## src/design/ppmhp_pkg.sv

```systemverilog
package ppmhp_pkg;

  // Largest accepted image dimension
  localparam logic [30:0] MaxDim = 31'd65535;
  // Required max value
  localparam logic [30:0] MaxVal = 31'd255;
  // Largest token value, 2^31-1
  localparam logic [34:0] NumLimit = 35'h0_7FFF_FFFF;

  localparam logic [7:0] ChP    = 8'h50;  // 'P'
  localparam logic [7:0] Ch6    = 8'h36;  // '6'
  localparam logic [7:0] ChHash = 8'h23;  // '#'
  localparam logic [7:0] ChLf   = 8'h0A;  // newline

  typedef enum logic [3:0] {
    ST_OK       = 4'd0,
    ST_NOT_P6   = 4'd1,
    ST_HDR_END  = 4'd2,
    ST_BAD_W    = 4'd3,
    ST_BAD_H    = 4'd4,
    ST_BAD_MAX  = 4'd5,
    ST_MAX_N255 = 4'd6,
    ST_NO_SEP   = 4'd7,
    ST_TOO_BIG  = 4'd8,
    ST_SIZE     = 4'd9
  } status_e;

  typedef enum logic [4:0] {
    PH_MAGIC  = 5'b00001,
    PH_WIDTH  = 5'b00010,
    PH_HEIGHT = 5'b00100,
    PH_MAXVAL = 5'b01000,
    PH_RASTER = 5'b10000
  } phase_e;

  // One result item
  typedef struct packed {
    logic        pix_valid;
    logic [7:0]  pix_byte;
    logic        done_res;
    status_e     status;
    logic [15:0] img_width;
    logic [15:0] img_height;
  } res_t;

endpackage

```

## src/design/ppmhp_in_reg.sv

```systemverilog
module ppmhp_in_reg (
  input  logic       clk_i,
  input  logic       rst_ni,
  input  logic       in_valid_i,
  output logic       in_stall_o,
  input  logic [7:0] in_byte_i,
  input  logic       in_last_i,
  input  logic       adv_i,
  output logic       vld_o,
  output logic [7:0] byte_o,
  output logic       last_o
);
  logic       vld_q;
  logic [7:0] byte_q;
  logic       last_q;

  // held item waits only while the result side cannot move
  assign in_stall_o = vld_q & ~adv_i;

  always_ff @(posedge clk_i or negedge rst_ni) begin
    if (!rst_ni) begin
      vld_q <= 1'b0;
    end else if (!in_stall_o) begin
      vld_q <= in_valid_i;
    end
  end

  always_ff @(posedge clk_i) begin
    if (!in_stall_o && in_valid_i) begin
      byte_q <= in_byte_i;
      last_q <= in_last_i;
    end
  end

  assign vld_o  = vld_q;
  assign byte_o = byte_q;
  assign last_o = last_q;
endmodule

```

## src/design/ppmhp_parse.sv

```systemverilog
module ppmhp_parse (
  input  logic           clk_i,
  input  logic           rst_ni,
  input  logic           step_i,
  input  logic [7:0]     byte_i,
  input  logic           last_i,
  output ppmhp_pkg::res_t res_o
);
  import ppmhp_pkg::*;

  phase_e      phase_q, phase_d;
  logic        comment_q, comment_d;
  logic        token_q, token_d;
  logic [1:0]  pos_q, pos_d;
  logic        magic_q, magic_d;
  logic [30:0] acc_q, acc_d;
  logic        bad_q, bad_d;
  logic        large_q, large_d;
  logic [15:0] width_q, width_d;
  logic [15:0] height_q, height_d;
  logic [1:0]  ch_q, ch_d;
  logic [15:0] col_q, col_d;
  logic [15:0] row_q, row_d;
  logic        rdone_q, rdone_d;
  status_e     err_q, err_d;

  logic        is_space, is_digit;
  logic        feed_en, judge_en, term;
  logic        num_ok, pv;
  logic [34:0] nv;

  assign is_space = byte_i inside {8'h20, 8'h09, 8'h0A, 8'h0D, 8'h0B, 8'h0C};
  assign is_digit = byte_i inside {[8'h30:8'h39]};
  // acc*10 + digit
  assign nv = ({4'b0, acc_q} << 3) + ({4'b0, acc_q} << 1) + {31'b0, byte_i[3:0]};

  always_comb begin
    phase_d   = phase_q;
    comment_d = comment_q;
    token_d   = token_q;
    pos_d     = pos_q;
    magic_d   = magic_q;
    acc_d     = acc_q;
    bad_d     = bad_q;
    large_d   = large_q;
    width_d   = width_q;
    height_d  = height_q;
    ch_d      = ch_q;
    col_d     = col_q;
    row_d     = row_q;
    rdone_d   = rdone_q;
    err_d     = err_q;
    feed_en   = 1'b0;
    judge_en  = 1'b0;
    term      = 1'b0;
    num_ok    = 1'b0;
    pv        = 1'b0;

    // byte dispatch
    if (err_q == ST_OK) begin
      if (phase_q == PH_RASTER) begin
        if (!rdone_q) begin
          pv = 1'b1;
          if (ch_q == 2'd2) begin
            ch_d = 2'd0;
            if (col_q == width_q - 16'd1) begin
              col_d = 16'd0;
              if (row_q == height_q - 16'd1) begin
                rdone_d = 1'b1;
              end else begin
                row_d = row_q + 16'd1;
              end
            end else begin
              col_d = col_q + 16'd1;
            end
          end else begin
            ch_d = ch_q + 2'd1;
          end
        end else begin
          err_d = ST_SIZE;
        end
      end else if (comment_q) begin
        if (byte_i == ChLf) begin
          comment_d = 1'b0;
        end
      end else if (!token_q) begin
        if (is_space) begin
          comment_d = comment_q;
        end else if (byte_i == ChHash) begin
          comment_d = 1'b1;
        end else begin
          token_d = 1'b1;
          feed_en = 1'b1;
        end
      end else if (is_space) begin
        judge_en = 1'b1;
        term     = 1'b1;
      end else begin
        feed_en = 1'b1;
      end
    end

    // token character
    if (feed_en) begin
      if (phase_q == PH_MAGIC) begin
        if (pos_q == 2'd0 && byte_i != ChP) begin
          magic_d = 1'b0;
        end else if (pos_q == 2'd1 && byte_i != Ch6) begin
          magic_d = 1'b0;
        end else if (pos_q[1]) begin
          magic_d = 1'b0;
        end
        if (pos_q != 2'd3) begin
          pos_d = pos_q + 2'd1;
        end
      end else if (!bad_q) begin
        if (!is_digit || nv > NumLimit) begin
          bad_d = 1'b1;
        end else begin
          acc_d = nv[30:0];
        end
      end
    end

    // open token at end of file is judged unterminated
    if (last_i && err_q == ST_OK && token_d && phase_q != PH_RASTER && !judge_en) begin
      judge_en = 1'b1;
    end

    if (judge_en) begin
      num_ok = !bad_d && acc_d != 31'd0;
      case (phase_q)
        PH_MAGIC: begin
          if (magic_d && pos_d == 2'd2) phase_d = PH_WIDTH;
          else err_d = ST_NOT_P6;
        end
        PH_WIDTH: begin
          if (!num_ok) begin
            err_d = ST_BAD_W;
          end else begin
            width_d = (acc_d > 31'd65535) ? 16'hFFFF : acc_d[15:0];
            if (acc_d > MaxDim) large_d = 1'b1;
            phase_d = PH_HEIGHT;
          end
        end
        PH_HEIGHT: begin
          if (!num_ok) begin
            err_d = ST_BAD_H;
          end else begin
            height_d = (acc_d > 31'd65535) ? 16'hFFFF : acc_d[15:0];
            if (acc_d > MaxDim) large_d = 1'b1;
            phase_d = PH_MAXVAL;
          end
        end
        PH_MAXVAL: begin
          if (!num_ok) err_d = ST_BAD_MAX;
          else if (acc_d != MaxVal) err_d = ST_MAX_N255;
          else if (!term) err_d = ST_NO_SEP;
          else if (large_q) err_d = ST_TOO_BIG;
          else begin
            phase_d = PH_RASTER;
            ch_d    = 2'd0;
            col_d   = 16'd0;
            row_d   = 16'd0;
            rdone_d = 1'b0;
          end
        end
        default: begin
          err_d = err_q;
        end
      endcase
      token_d = 1'b0;
      pos_d   = 2'd0;
      magic_d = 1'b1;
      acc_d   = 31'd0;
      bad_d   = 1'b0;
    end

    // final status
    if (last_i && err_d == ST_OK) begin
      if (phase_d != PH_RASTER) err_d = ST_HDR_END;
      else if (!rdone_d) err_d = ST_SIZE;
    end

    res_o.pix_valid  = pv;
    res_o.pix_byte   = pv ? byte_i : 8'h00;
    res_o.done_res   = last_i;
    res_o.status     = err_d;
    res_o.img_width  = width_d;
    res_o.img_height = height_d;

    // end of file: back to reset state
    if (last_i) begin
      phase_d   = PH_MAGIC;
      comment_d = 1'b0;
      token_d   = 1'b0;
      pos_d     = 2'd0;
      magic_d   = 1'b1;
      acc_d     = 31'd0;
      bad_d     = 1'b0;
      large_d   = 1'b0;
      width_d   = 16'd0;
      height_d  = 16'd0;
      rdone_d   = 1'b0;
      err_d     = ST_OK;
    end
  end

  always_ff @(posedge clk_i or negedge rst_ni) begin
    if (!rst_ni) begin
      phase_q   <= PH_MAGIC;
      comment_q <= 1'b0;
      token_q   <= 1'b0;
      pos_q     <= 2'd0;
      magic_q   <= 1'b1;
      acc_q     <= 31'd0;
      bad_q     <= 1'b0;
      large_q   <= 1'b0;
      width_q   <= 16'd0;
      height_q  <= 16'd0;
      ch_q      <= 2'd0;
      col_q     <= 16'd0;
      row_q     <= 16'd0;
      rdone_q   <= 1'b0;
      err_q     <= ST_OK;
    end else if (step_i) begin
      phase_q   <= phase_d;
      comment_q <= comment_d;
      token_q   <= token_d;
      pos_q     <= pos_d;
      magic_q   <= magic_d;
      acc_q     <= acc_d;
      bad_q     <= bad_d;
      large_q   <= large_d;
      width_q   <= width_d;
      height_q  <= height_d;
      ch_q      <= ch_d;
      col_q     <= col_d;
      row_q     <= row_d;
      rdone_q   <= rdone_d;
      err_q     <= err_d;
    end
  end
endmodule

```

## src/design/ppmhp_out_reg.sv

```systemverilog
module ppmhp_out_reg (
  input  logic            clk_i,
  input  logic            rst_ni,
  input  logic            vld_i,
  input  ppmhp_pkg::res_t res_i,
  output logic            adv_o,
  output logic            out_valid_o,
  input  logic            out_stall_i,
  output ppmhp_pkg::res_t res_o
);
  import ppmhp_pkg::*;

  logic vld_q;
  res_t res_q;

  // register free or being emptied this cycle
  assign adv_o = ~vld_q | ~out_stall_i;

  always_ff @(posedge clk_i or negedge rst_ni) begin
    if (!rst_ni) begin
      vld_q <= 1'b0;
    end else if (adv_o) begin
      vld_q <= vld_i;
    end
  end

  always_ff @(posedge clk_i) begin
    if (adv_o && vld_i) begin
      res_q <= res_i;
    end
  end

  assign out_valid_o = vld_q;
  assign res_o       = res_q;
endmodule

```

## src/design/ppm_p6_header_parser_top.sv

```systemverilog
// PPM P6 header parser with raster pass-through.
// Input channel: one file byte per item (in_byte_i) with in_last_i marking
// the final byte. Output channel: exactly one result item per input item.
// Header bytes come out with pix_valid_o low; raster bytes come out with
// pix_valid_o high and the byte on pix_byte_o. status_o carries the sticky
// error code so far and is final on the item with done_res_o set.
// img_width_o / img_height_o show the parsed dimensions, zero until known.
// Path: an accepted item goes through the input register, then the parse
// logic into the result register.
// Throughput: one item per cycle unless stalled; the parse state is a handful
// of flops updated by one small step per byte (a x10 shift-add for numbers
// and the raster channel/column/row counters).
// Stalls: while out_stall_i holds a waiting result, the input register
// keeps one more item and in_stall_o rises only if that register is full.
// Reset: rst_ni clears both registers and returns the parser to the
// start-of-file state; the last byte of each file does the same.
module ppm_p6_header_parser_top (
  input  logic        clk_i,
  input  logic        rst_ni,
  input  logic        in_valid_i,
  output logic        in_stall_o,
  input  logic [7:0]  in_byte_i,
  input  logic        in_last_i,
  output logic        out_valid_o,
  input  logic        out_stall_i,
  output logic        pix_valid_o,
  output logic [7:0]  pix_byte_o,
  output logic        done_res_o,
  output logic [3:0]  status_o,
  output logic [15:0] img_width_o,
  output logic [15:0] img_height_o
);
  import ppmhp_pkg::*;

  logic       adv;
  logic       in_vld;
  logic [7:0] in_byte;
  logic       in_last;
  res_t       step_res;
  res_t       out_res;

  ppmhp_in_reg u_in (
    .clk_i      (clk_i),
    .rst_ni     (rst_ni),
    .in_valid_i (in_valid_i),
    .in_stall_o (in_stall_o),
    .in_byte_i  (in_byte_i),
    .in_last_i  (in_last_i),
    .adv_i      (adv),
    .vld_o      (in_vld),
    .byte_o     (in_byte),
    .last_o     (in_last)
  );

  // state advances only when the item moves into the result register
  ppmhp_parse u_parse (
    .clk_i  (clk_i),
    .rst_ni (rst_ni),
    .step_i (in_vld & adv),
    .byte_i (in_byte),
    .last_i (in_last),
    .res_o  (step_res)
  );

  ppmhp_out_reg u_out (
    .clk_i       (clk_i),
    .rst_ni      (rst_ni),
    .vld_i       (in_vld),
    .res_i       (step_res),
    .adv_o       (adv),
    .out_valid_o (out_valid_o),
    .out_stall_i (out_stall_i),
    .res_o       (out_res)
  );

  assign pix_valid_o  = out_res.pix_valid;
  assign pix_byte_o   = out_res.pix_byte;
  assign done_res_o   = out_res.done_res;
  assign status_o     = out_res.status;
  assign img_width_o  = out_res.img_width;
  assign img_height_o = out_res.img_height;
endmodule

```

## config.mk

```make
export PLATFORM = sky130hd
export DESIGN_NAME = ppm_p6_header_parser_top
export DESIGN_NICKNAME = d
export VERILOG_FILES = /design/src/design/ppmhp_pkg.sv /design/src/design/ppmhp_in_reg.sv /design/src/design/ppmhp_parse.sv /design/src/design/ppmhp_out_reg.sv /design/src/design/ppm_p6_header_parser_top.sv
export SDC_FILE = /design/constraint.sdc
export NUM_CORES = 1
export LEC_CHECK = 0
export BUFFER_PORTS_ARGS = -buffer_cell sky130_fd_sc_hd__buf_4
export CORE_ASPECT_RATIO = 0.7
export CORE_UTILIZATION = 50
export CTS_CLUSTER_SIZE = 16
export DETAILED_ROUTE_END_ITERATION = 6
export PLACE_DENSITY = 0.69
export SKIP_CTS_REPAIR_TIMING = 1
export SYNTH_ARGS = -nofsm -noshare
export SYNTH_HDL_FRONTEND = slang
export SYNTH_SLANG_ARGS = --single-unit
```

## constraint.sdc

```tcl
create_clock -name clk_i -period 5.1 [get_ports clk_i]
set_input_delay 0.51 -clock clk_i [delete_from_list [all_inputs] [get_ports clk_i]]
set_output_delay 0.51 -clock clk_i [all_outputs]
set_load 0.01 [all_outputs]
```

== Word level (Yosys, flattened, before mapping) ==
Index checks and enable logic that the tools add are counted.
Widths: inputs -> output; s select.

* Flip-flop bits (word level): 171
* Input bits: 13
* Output and inout port bits: 48
* Word-level logic and storage cells: 237

* $add $sub $neg: 8
* Magnitude comparators: 4
* Equal/unequal tests: 24
* Muxes and demuxes: 140
* Bitwise operators: 6
* Reduce and logical (&&, ||, !) cells: 30

{| class="wikitable"
|+ Operator list
! cell !! number
|-
| $mux 16 || 32
|-
| $mux 31 || 6
|-
| $mux 1 || 61
|-
| $mux 4 || 15
|-
| $mux 5 || 9
|-
| $eq 8x4->1 const B || 5
|-
| $add 34x32->35 || 1
|-
| $add 35x4->35 || 1
|-
| $gt 35x31->1 const B || 1
|-
| $add 16x1->16 const B || 2
|-
| $eq 16x16->1 || 2
|-
| $sub 16x1->16 const B || 2
|-
| $gt 31x16->1 const B || 1
|-
| $ne 31x8->1 const B || 1
|-
| $reduce_bool 31->1 || 1
|-
| $mux 2 || 15
|-
| $pmux 5 s4 || 1
|-
| $eq 8x6->1 const B || 2
|-
| $pmux 4 s4 || 1
|-
| $logic_and 1x1->1 || 12
|-
| $ne 5x5->1 const B || 2
|-
| $reduce_bool 2->1 || 5
|-
| $ge 8x6->1 const B || 1
|-
| $le 8x6->1 const B || 1
|-
| 22 further kinds || 32
|}

== Depth between registers and ports, before layout ==
Gate-level depths: netlist (run 1).

* Depth in word-level cells: 18
* Gate-level depth with buffers: 18

== Hierarchy ==
Synthesis (run 1) repeated with hierarchy kept, for this count alone.

* Cell total of the unflattened synthesis: 1311
* Area total of the unflattened synthesis: 12094.1 µm²

{| class="wikitable"
|+ Modules (own cells, without submodules)
! module !! instances !! cells an instance !! area an instance (µm²)
|-
| ppmhp_parse || 1 || 1246 || 10331.2
|-
| ppmhp_out_reg || 1 || 50 || 1428.9
|-
| ppmhp_in_reg || 1 || 14 || 327.8
|-
| ppm_p6_header_parser_top || 1 || 1 || 6.3
|}

== Worst setup path after synthesis (run 1) ==
No wires, ideal clock.

* Path kind: register to register
* From: reg u_in.byte_q[3] (netlist: u_in.byte_o[3])
* To: reg u_parse.height_q[10]
* Library setup time: 121 ps
* Data arrival time: 4453 ps
* Required time: 4979 ps
* Slack: 526 ps
* Cell stages (with the launch flop): 18
* Buffers on the path: 1
* Clock period less this slack: 4574 ps
* Path through: edfxtp_1 > inv_1 > fa_1 > inv_1 > ha_1 > a21oi_1 > or2_2 > a21boi_2 > o211a_1 > or3_1 > a21oi_1 > or4b_4 > o41ai_2 > nand2_2 > o211ai_4 > buf_12 > mux2_4 > a22o_1

{| class="wikitable"
|+ RTL lines
! element !! line !! source
|-
| start, declared || ppmhp_in_reg.sv:14 || <nowiki>logic [7:0] byte_q;</nowiki>
|-
| start signal, assigned || ppmhp_in_reg.sv:30 || <nowiki>byte_q <= in_byte_i;</nowiki>
|-
| end signal, assigned || ppmhp_parse.sv:236 || <nowiki>height_q <= height_d;</nowiki>
|-
| end, declared || ppmhp_parse.sv:20 || <nowiki>logic [15:0] height_q, height_d;</nowiki>
|}

==> flow_summary.yaml, run 1 <==
cts:
  clk_path_buf_depth: 2
  cts_tree: "built"
  worst_setup_hold_path_clk_slew_ns: 0.07
  cts_inserted_buffers: 17
  root_driver: "sky130_fd_sc_hd__clkbuf_16"
  clk_latency_ns: 0.44
  ctsHtreeMaxLevel: 4
  clkSinkCount: 171
drt:
  drtIter0Drc: 1163
  routed_via_count_divided_by_cell_count: 6.33
  dr_total_vias: 10522
  detailedRoute.firstPassIterationCount: 5
  detail_route.wl_per_cell_um: 19.8
  routed_wl_mm: 32.8
  drcViolationCount: 0
  antenna_left: 0
pwr:
  clock_power_share_pct: 39.0
  sw_frac_of_total_pct: 28.8
  power.combinational.fraction_pct: 14.1
  largest_vdd_supply_drop_v: 0.000225
  p_leak_nw: 5.97
  p_per_area_nw_per_um2: 244
  sequentialPowerShare_pct: 46.9
  power.switching_uw: 939
  power_report.internal_total_mw: 2.32
die:
  boundaryPins: 61
  starting_density_of_the_core_pct: 51.7
  floorplan.die.height_um: 131
  coreArea_um2: 22900
  die_w_um: 186
  placement_rows: 46
  design.die.area_um2: 24300
timing:
  period_utilisation_layout_pct: 95.3
  setup_tns_ns: 0
  final_period_minus_worst_setup_slack_ns: 4.86
  timing.final.hold_violations: 0
  tightest_slew_ns: 0.893
  setup_slack_ns: 0.241
  worst_clk_skew_ns: 0.0109
  final_max_slew_viol_count: 0
  max-slew-margin-rel_pct: 40.5
  grt_setup_unrepaired: "no"
  clock.fmax_mhz: 206
  final-setup-viol-count: 0
cells_and_area:
  postLayoutCoreUtil_pct: 58.4
  area_growth_pct: 13.0
  post_route_cells_drive_above_1_share_pct: 15.6
  finalNetCount: 1416
  final_cells: 1661
  layout.filler_cells: 2016
  n_antenna_cell: 0
global_route:
  grt_pass1_wl_mm: 51.6
  overflow: 0
  grt_start_max_net_pins: 70
  track_usage_pct: 27.7
  grt_antenna_before_repair: 0
  vias_in_the_first_global_route: 9290
logic_synthesis:
  synth-warning-count: 0
  seq_area_frac_synth_pct: 38.5
  synth-edff-count: 55
  postSynthCellCount: 1274
  syn_avg_cell_area_um2: 9.29
  synth_area_um2: 11800
  mappedNetlistNets: 1354
  main_synth_ff_type: "sky130_fd_sc_hd__dfrtp_1"
  synth.lib_cells_used.distinct: 91
  ys_ff_latch: 171
  synth-async-reset-ratio_pct: 67.8
worst_setup_path:
  worstPathRequired_ns: 5.43
  critical_path.n_buffers_inverters: 3
  end_kind: "flop"
  cpMostUsedCell: "sky130_fd_sc_hd__fa_1"
  cp_max_fo: 16
  critical_path.cell_chain: "inv_2 -> fa_1 -> fa_1 -> nand2b_1 -> a21oi_2 -> buf_4 -> o221a_2 -> nor2_1 -> a311oi_2 -> and3_1 -> o211ai_1 -> o41ai_4 -> nand2_2 -> o211ai_4 -> buf_12 -> mux2_2 -> a22o_1"
  critical-path-top-delay-family: "compound AO/OA/AOI/OAI gates"
  worst-setup-path-type: "reg -> reg"
  crit_slowest_cell: "sky130_fd_sc_hd__fa_1"
  timing.critical_path.arrival_ns: 5.19
  worst_path_largest_cell_delay_ns: 0.53
  startpoint_type: "flop"
placement:
  port_buffers: 60
  place_inst: 1628
  dp.final_hpwl_mm: 24.2
  place_ws_ns: 0.0697
  final_estimated_routing_congestion_in_global_placement: 0.969
job:
  max-cap-violations: 0
worst_hold_path:
  worst_hold_path_type: "in -> async"
run_status:
  outcome: "finished clean"
==> metrics by stage <==
stage	cell area, µm²	hold WS [ns]	total power [mW]
after CTS	13300	0.191	3.28
after global routing	13400	0.218	3.39
final	13400	0.170	3.26
after floorplan	11800	0.214	1.83
after global placement	12700	0.463	2.00
after detailed placement	12700	0.466	2.01
==> registers in the layout, summed over array words and instances, names as in the netlist, 2 cells and up <==
name	cells
u_parse.acc_q	31
u_parse.pos_q	2
u_parse.phase_q	5
u_in.byte_o	8
u_out.res_o	46
u_parse.col_q	16
u_parse.height_q	16
u_parse.err_q	4
u_parse.row_q	16
u_parse.ch_q	2
u_parse.width_q	16
==> worst paths after layout <==
path	startpoint	to	slack, ns	cells after the start
hold / removal	rst_ni	u_parse.acc_q[14]	0.17	1
hold reg to reg	u_parse.magic_q	u_parse.magic_q	0.48	2
max in group asynchronous	rst_ni	u_parse.col_q[14]	3.62	2
setup / recovery	u_in.byte_o[3]	u_parse.height_q[5]	0.24	17
setup reg to reg	u_in.byte_o[3]	u_parse.height_q[5]	0.24	17
min in group clk_i	in_byte_i[4]	u_in.byte_o[4]	0.24	1
==> worst reg2reg max path, stage by stage, from the launching register on <==
cell and delay [ns]:
sky130_fd_sc_hd__edfxtp_1 0.40, sky130_fd_sc_hd__inv_2 0.09, sky130_fd_sc_hd__fa_1 0.53, sky130_fd_sc_hd__fa_1 0.47, sky130_fd_sc_hd__nand2b_1 0.20, sky130_fd_sc_hd__a21oi_2 0.19, sky130_fd_sc_hd__buf_4 0.15, sky130_fd_sc_hd__o221a_2 0.26
sky130_fd_sc_hd__nor2_1 0.07, sky130_fd_sc_hd__a311oi_2 0.33, sky130_fd_sc_hd__and3_1 0.28, sky130_fd_sc_hd__o211ai_1 0.15, sky130_fd_sc_hd__o41ai_4 0.49, sky130_fd_sc_hd__nand2_2 0.18, sky130_fd_sc_hd__o211ai_4 0.22, sky130_fd_sc_hd__buf_12 0.19
sky130_fd_sc_hd__mux2_2 0.38, sky130_fd_sc_hd__a22o_1 0.19
==> kinds of logic after synthesis <==
group / Yosys count / share of synthesized area (%)
compound gates: 343 / 20.5
fa+ha+maj: 67 / 7.21
xor+xnor: 67 / 4.96
flops: 171 / 38.5
buf+inv: 83 / 3.11
simple gates: 496 / 21.1
mux: 47 / 4.66
==> per-layer routing <==
metal / GRT usage (%) / wire length (µm) / part of all wire (%)
met5: 0 / 0 / 0
met4: 5.30 / 297 / 0.90
met3: 5.46 / 2700 / 8.2
met2: 37.7 / 13200 / 40
met1: 44.7 / 16600 / 51
==> layout by cell type (no fill, tap or decap), types with 8 or more instances in the layout <==
cell	instances
sky130_fd_sc_hd__a21oi_1	57
sky130_fd_sc_hd__clkbuf_16	18
sky130_fd_sc_hd__xnor2_1	38
sky130_fd_sc_hd__xor2_1	29
sky130_fd_sc_hd__ha_1	65
sky130_fd_sc_hd__o21ai_0	85
sky130_fd_sc_hd__dfrtp_1	114
sky130_fd_sc_hd__nand3b_1	8
sky130_fd_sc_hd__nor4_1	24
sky130_fd_sc_hd__a21o_1	11
sky130_fd_sc_hd__nand2b_1	13
sky130_fd_sc_hd__nor2b_1	15
sky130_fd_sc_hd__nor2_1	97
sky130_fd_sc_hd__a31oi_1	9
sky130_fd_sc_hd__mux2i_1	12
sky130_fd_sc_hd__inv_1	27
sky130_fd_sc_hd__buf_4	94
sky130_fd_sc_hd__nand4_1	12
sky130_fd_sc_hd__nand2_1	151
sky130_fd_sc_hd__nand3_1	39
sky130_fd_sc_hd__nor3_1	36
sky130_fd_sc_hd__mux2_2	25
sky130_fd_sc_hd__o31ai_1	10
sky130_fd_sc_hd__a211oi_1	8
sky130_fd_sc_hd__a22o_1	45
sky130_fd_sc_hd__edfxtp_1	55
sky130_fd_sc_hd__and2_1	13
sky130_fd_sc_hd__or3_1	12
sky130_fd_sc_hd__and3_1	26
sky130_fd_sc_hd__mux2_4	10
sky130_fd_sc_hd__o21a_1	14
sky130_fd_sc_hd__o211ai_1	21
==> cell usage after synthesis, types with 21 or more instances <==
cell type	count	share of area (%)
sky130_fd_sc_hd__nand2_1	152	4.8
sky130_fd_sc_hd__dfrtp_1	114	24
sky130_fd_sc_hd__nor2_1	98	3.1
sky130_fd_sc_hd__o21ai_0	85	3.6
sky130_fd_sc_hd__ha_1	65	6.9
sky130_fd_sc_hd__a21oi_1	59	2.5
sky130_fd_sc_hd__edfxtp_1	55	14
sky130_fd_sc_hd__a22o_1	45	3.3
sky130_fd_sc_hd__clkbuf_1	43	1.4
sky130_fd_sc_hd__nand3_1	39	1.6
sky130_fd_sc_hd__xnor2_1	38	2.8
sky130_fd_sc_hd__nor3_1	36	1.5
sky130_fd_sc_hd__inv_1	29	0.92
sky130_fd_sc_hd__xor2_1	29	2.1
sky130_fd_sc_hd__and3_1	26	1.4
sky130_fd_sc_hd__mux2_2	25	2.4
sky130_fd_sc_hd__nor4_1	25	1.3
sky130_fd_sc_hd__o211ai_1	21	1.3
==> power by group through the flow <==
stage | registers (mW) | clock network (mW) | logic (mW)
floorplan | 1.55 | 0 | 0.279
global placement | 1.55 | 0 | 0.445
detailed placement | 1.55 | 0 | 0.451
CTS | 1.53 | 1.29 | 0.454
global route | 1.54 | 1.35 | 0.503
finish | 1.53 | 1.27 | 0.459
==> final cells by class <==
class                           instances  area, µm²  area share [%]
Clock buffer                           20        468            3.50
Multi-Input combinational cell       1020       6980            52.2
Sequential cell                       171       4560            34.1
Inverter                               29        109           0.814
Clock inverter                         12        103           0.767
Tap cell                              312        390            2.92
Timing Repair Buffer                   97        766            5.73
Power figures use the tool's default switching activity.
==> inputs of run 2 (changes only) <==
--- a/config.mk
+++ b/config.mk
@@ -11,6 +11,7 @@
 export CTS_CLUSTER_SIZE = 16
 export DETAILED_ROUTE_END_ITERATION = 6
 export PLACE_DENSITY = 0.69
+export SETUP_SLACK_MARGIN = 0.3
 export SKIP_CTS_REPAIR_TIMING = 1
 export SYNTH_ARGS = -nofsm -noshare
 export SYNTH_HDL_FRONTEND = slang
==> run 2 against run 1 <==
Compared with the run above:
- sequential share of layout area fell by 0.72 points
- worst hold slack barely moved
- count of clock-buffer cells in the layout did not move
- non-clock buffer count rose by 11
- global-route usage did not move
- utilization rose by 1.3 points
- die area did not move
- clock power barely moved
- sequential cell count did not move
- maximum frequency rose by 3.2%
- critical path type unchanged
- critical endpoint is now u_parse.height_q[12]
==> flow_summary.yaml, run 2 (synthesized netlist as in run 1, its figures left out) <==
placement:
  port_buffers: 60
  final_estimated_routing_congestion_in_global_placement: 0.969
  place_inst: 1628
  dp.final_hpwl_mm: 24.2
cells_and_area:
  most_frequent_cells_in_the_layout: "sky130_fd_sc_hd__nand2_1 (150), sky130_fd_sc_hd__dfrtp_1 (111), sky130_fd_sc_hd__buf_4 (103)"
  finalNetCount: 1427
  area_growth_pct: 15.5
  post_route_cells_drive_above_1_share_pct: 18.7
  largest_reg_flops: 46
  multi_input_area_um2: 7170
  final_cells: 1672
  layout_commonest_cell: "sky130_fd_sc_hd__nand2_1"
  layout.filler_cells: 1970
  n_antenna_cell: 0
  layout.area.seq_um2: 4560
cts:
  worst_setup_hold_path_clk_slew_ns: 0.07
  clk_latency_ns: 0.45
  clk_path_buf_depth: 2
  cts_inserted_buffers: 17
  ctsHtreeMaxLevel: 4
  cts_tree: "built"
  clkSinkCount: 171
  root_driver: "sky130_fd_sc_hd__clkbuf_16"
job:
  max-cap-violations: 0
global_route:
  grt_antenna_before_repair: 0
  overflow: 0
  grt_start_max_net_pins: 70
  grt_pass1_wl_mm: 51.6
  vias_in_the_first_global_route: 9290
  track_usage_pct: 27.7
timing:
  clock.fmax_mhz: 212
  period_utilisation_layout_pct: 92.4
  setup_tns_ns: 0
  grt_setup_unrepaired: "no"
  final-setup-viol-count: 0
  max-slew-margin-rel_pct: 40.3
  tightest_slew_ns: 0.895
  final_period_minus_worst_setup_slack_ns: 4.71
  worst_clk_skew_ns: 0.0124
  final_max_slew_viol_count: 0
  timing.final.hold_violations: 0
pwr:
  largest_vdd_supply_drop_v: 0.000227
  p_per_area_nw_per_um2: 239
  p_leak_nw: 6.08
drt:
  drcViolationCount: 0
  routed_wl_mm: 33.2
  dr_total_vias: 10630
  detailedRoute.firstPassIterationCount: 6
  drtIter0Drc: 1138
  antenna_left: 0
  routed_via_count_divided_by_cell_count: 6.36
  detail_route.wl_per_cell_um: 19.9
die:
  design.die.area_um2: 24300
  floorplan.die.height_um: 131
  placement_rows: 46
  die_w_um: 186
  coreArea_um2: 22900
  starting_density_of_the_core_pct: 51.7
  boundaryPins: 61
worst_setup_path:
  regToRegStartpoint: "u_in.byte_o[2]"
  startpoint_type: "flop"
  critical_path.startpoint: "u_in.byte_o[2]"
  cp_max_fo: 8
  worstPathRequired_ns: 5.43
  end_kind: "flop"
  worst-setup-path-type: "reg -> reg"
  timing.critical_path.arrival_ns: 5.04
run_status:
  outcome: "finished clean"
worst_hold_path:
  worst_hold_path_type: "in -> async"
==> run 2: cell types whose count changed in the layout (fill, tap and decap cells not counted), sizes merged <==
cell	delta
clkbuf	+1
buf	+10
==> run 2: layer usage <==
| metal | routed length (µm) | vias to the layer above | track usage (%) |
|---|---|---|---|
| met5 | 0 | - | 0 |
| met4 | 255 | 0 | 5.30 |
| met3 | 2690 | 18 | 5.46 |
| met2 | 13500 | 443 | 37.7 |
| met1 | 16800 | 5231 | 44.7 |
| li1 | - | 4938 | - |
==> run 2: where the power goes <==
group / switching [mW] / internal (mW)
Sequential: 0.0507 / 1.48
Clock: 0.597 / 0.677
Combinational: 0.299 / 0.167
Total: 0.946 / 2.32
==> run 2: metrics by stage <==
stage | instance area [µm²] | worst slack (ns) | total power [mW] | utilization [%] | hold WS, ns
after floorplan | 11800 | 0.526 | 1.83 | - | 0.214
after global placement | 12700 | 0.209 | 2.00 | 55.6 | 0.463
after detailed placement | 12700 | 0.0697 | 2.01 | 55.6 | 0.466
after CTS | 13300 | 0.0547 | 3.28 | 58.1 | 0.191
after global routing | 13700 | 0.229 | 3.40 | 59.7 | 0.217
final | 13700 | 0.389 | 3.27 | 59.7 | 0.170
==> run 2: area by class of cell <==
cell class                 count  share of cell area (%)
clock buffer                  20                    3.42
multi-input combinational   1020                    52.5
tap                          312                    2.86
timing repair buffer         108                    6.36
sequential                   171                    33.4
inverter                      29                   0.796
clock inverter                12                   0.751
==> run 2: worst paths after layout <==
path                                              to  slack (ns)  depth (start not counted)
worst min-delay path               u_parse.acc_q[14]        0.17                          1
worst max register to register  u_parse.height_q[12]        0.39                         18
min in group clk_i                    u_in.byte_o[4]        0.24                          1
max in group asynchronous          u_parse.col_q[14]        3.62                          2
worst max-delay path            u_parse.height_q[12]        0.39                         18
worst min register to register       u_parse.magic_q        0.48                          2
==> run 2: worst max-delay path, cell delays in order (launching register included) <==
cell	delay, ns
sky130_fd_sc_hd__edfxtp_1	0.50
sky130_fd_sc_hd__ha_4	0.31
sky130_fd_sc_hd__ha_2	0.18
sky130_fd_sc_hd__inv_1	0.06
sky130_fd_sc_hd__fa_2	0.40
sky130_fd_sc_hd__nand2b_4	0.17
sky130_fd_sc_hd__a21oi_4	0.19
sky130_fd_sc_hd__buf_6	0.13
sky130_fd_sc_hd__o221a_4	0.20
sky130_fd_sc_hd__nor2_1	0.06
sky130_fd_sc_hd__a311oi_2	0.37
sky130_fd_sc_hd__and3_4	0.26
sky130_fd_sc_hd__o211ai_1	0.13
sky130_fd_sc_hd__o41ai_4	0.44
sky130_fd_sc_hd__nand2_2	0.15
sky130_fd_sc_hd__o211ai_4	0.31
sky130_fd_sc_hd__clkbuf_16	0.23
sky130_fd_sc_hd__mux2_4	0.31
sky130_fd_sc_hd__a22o_1	0.20
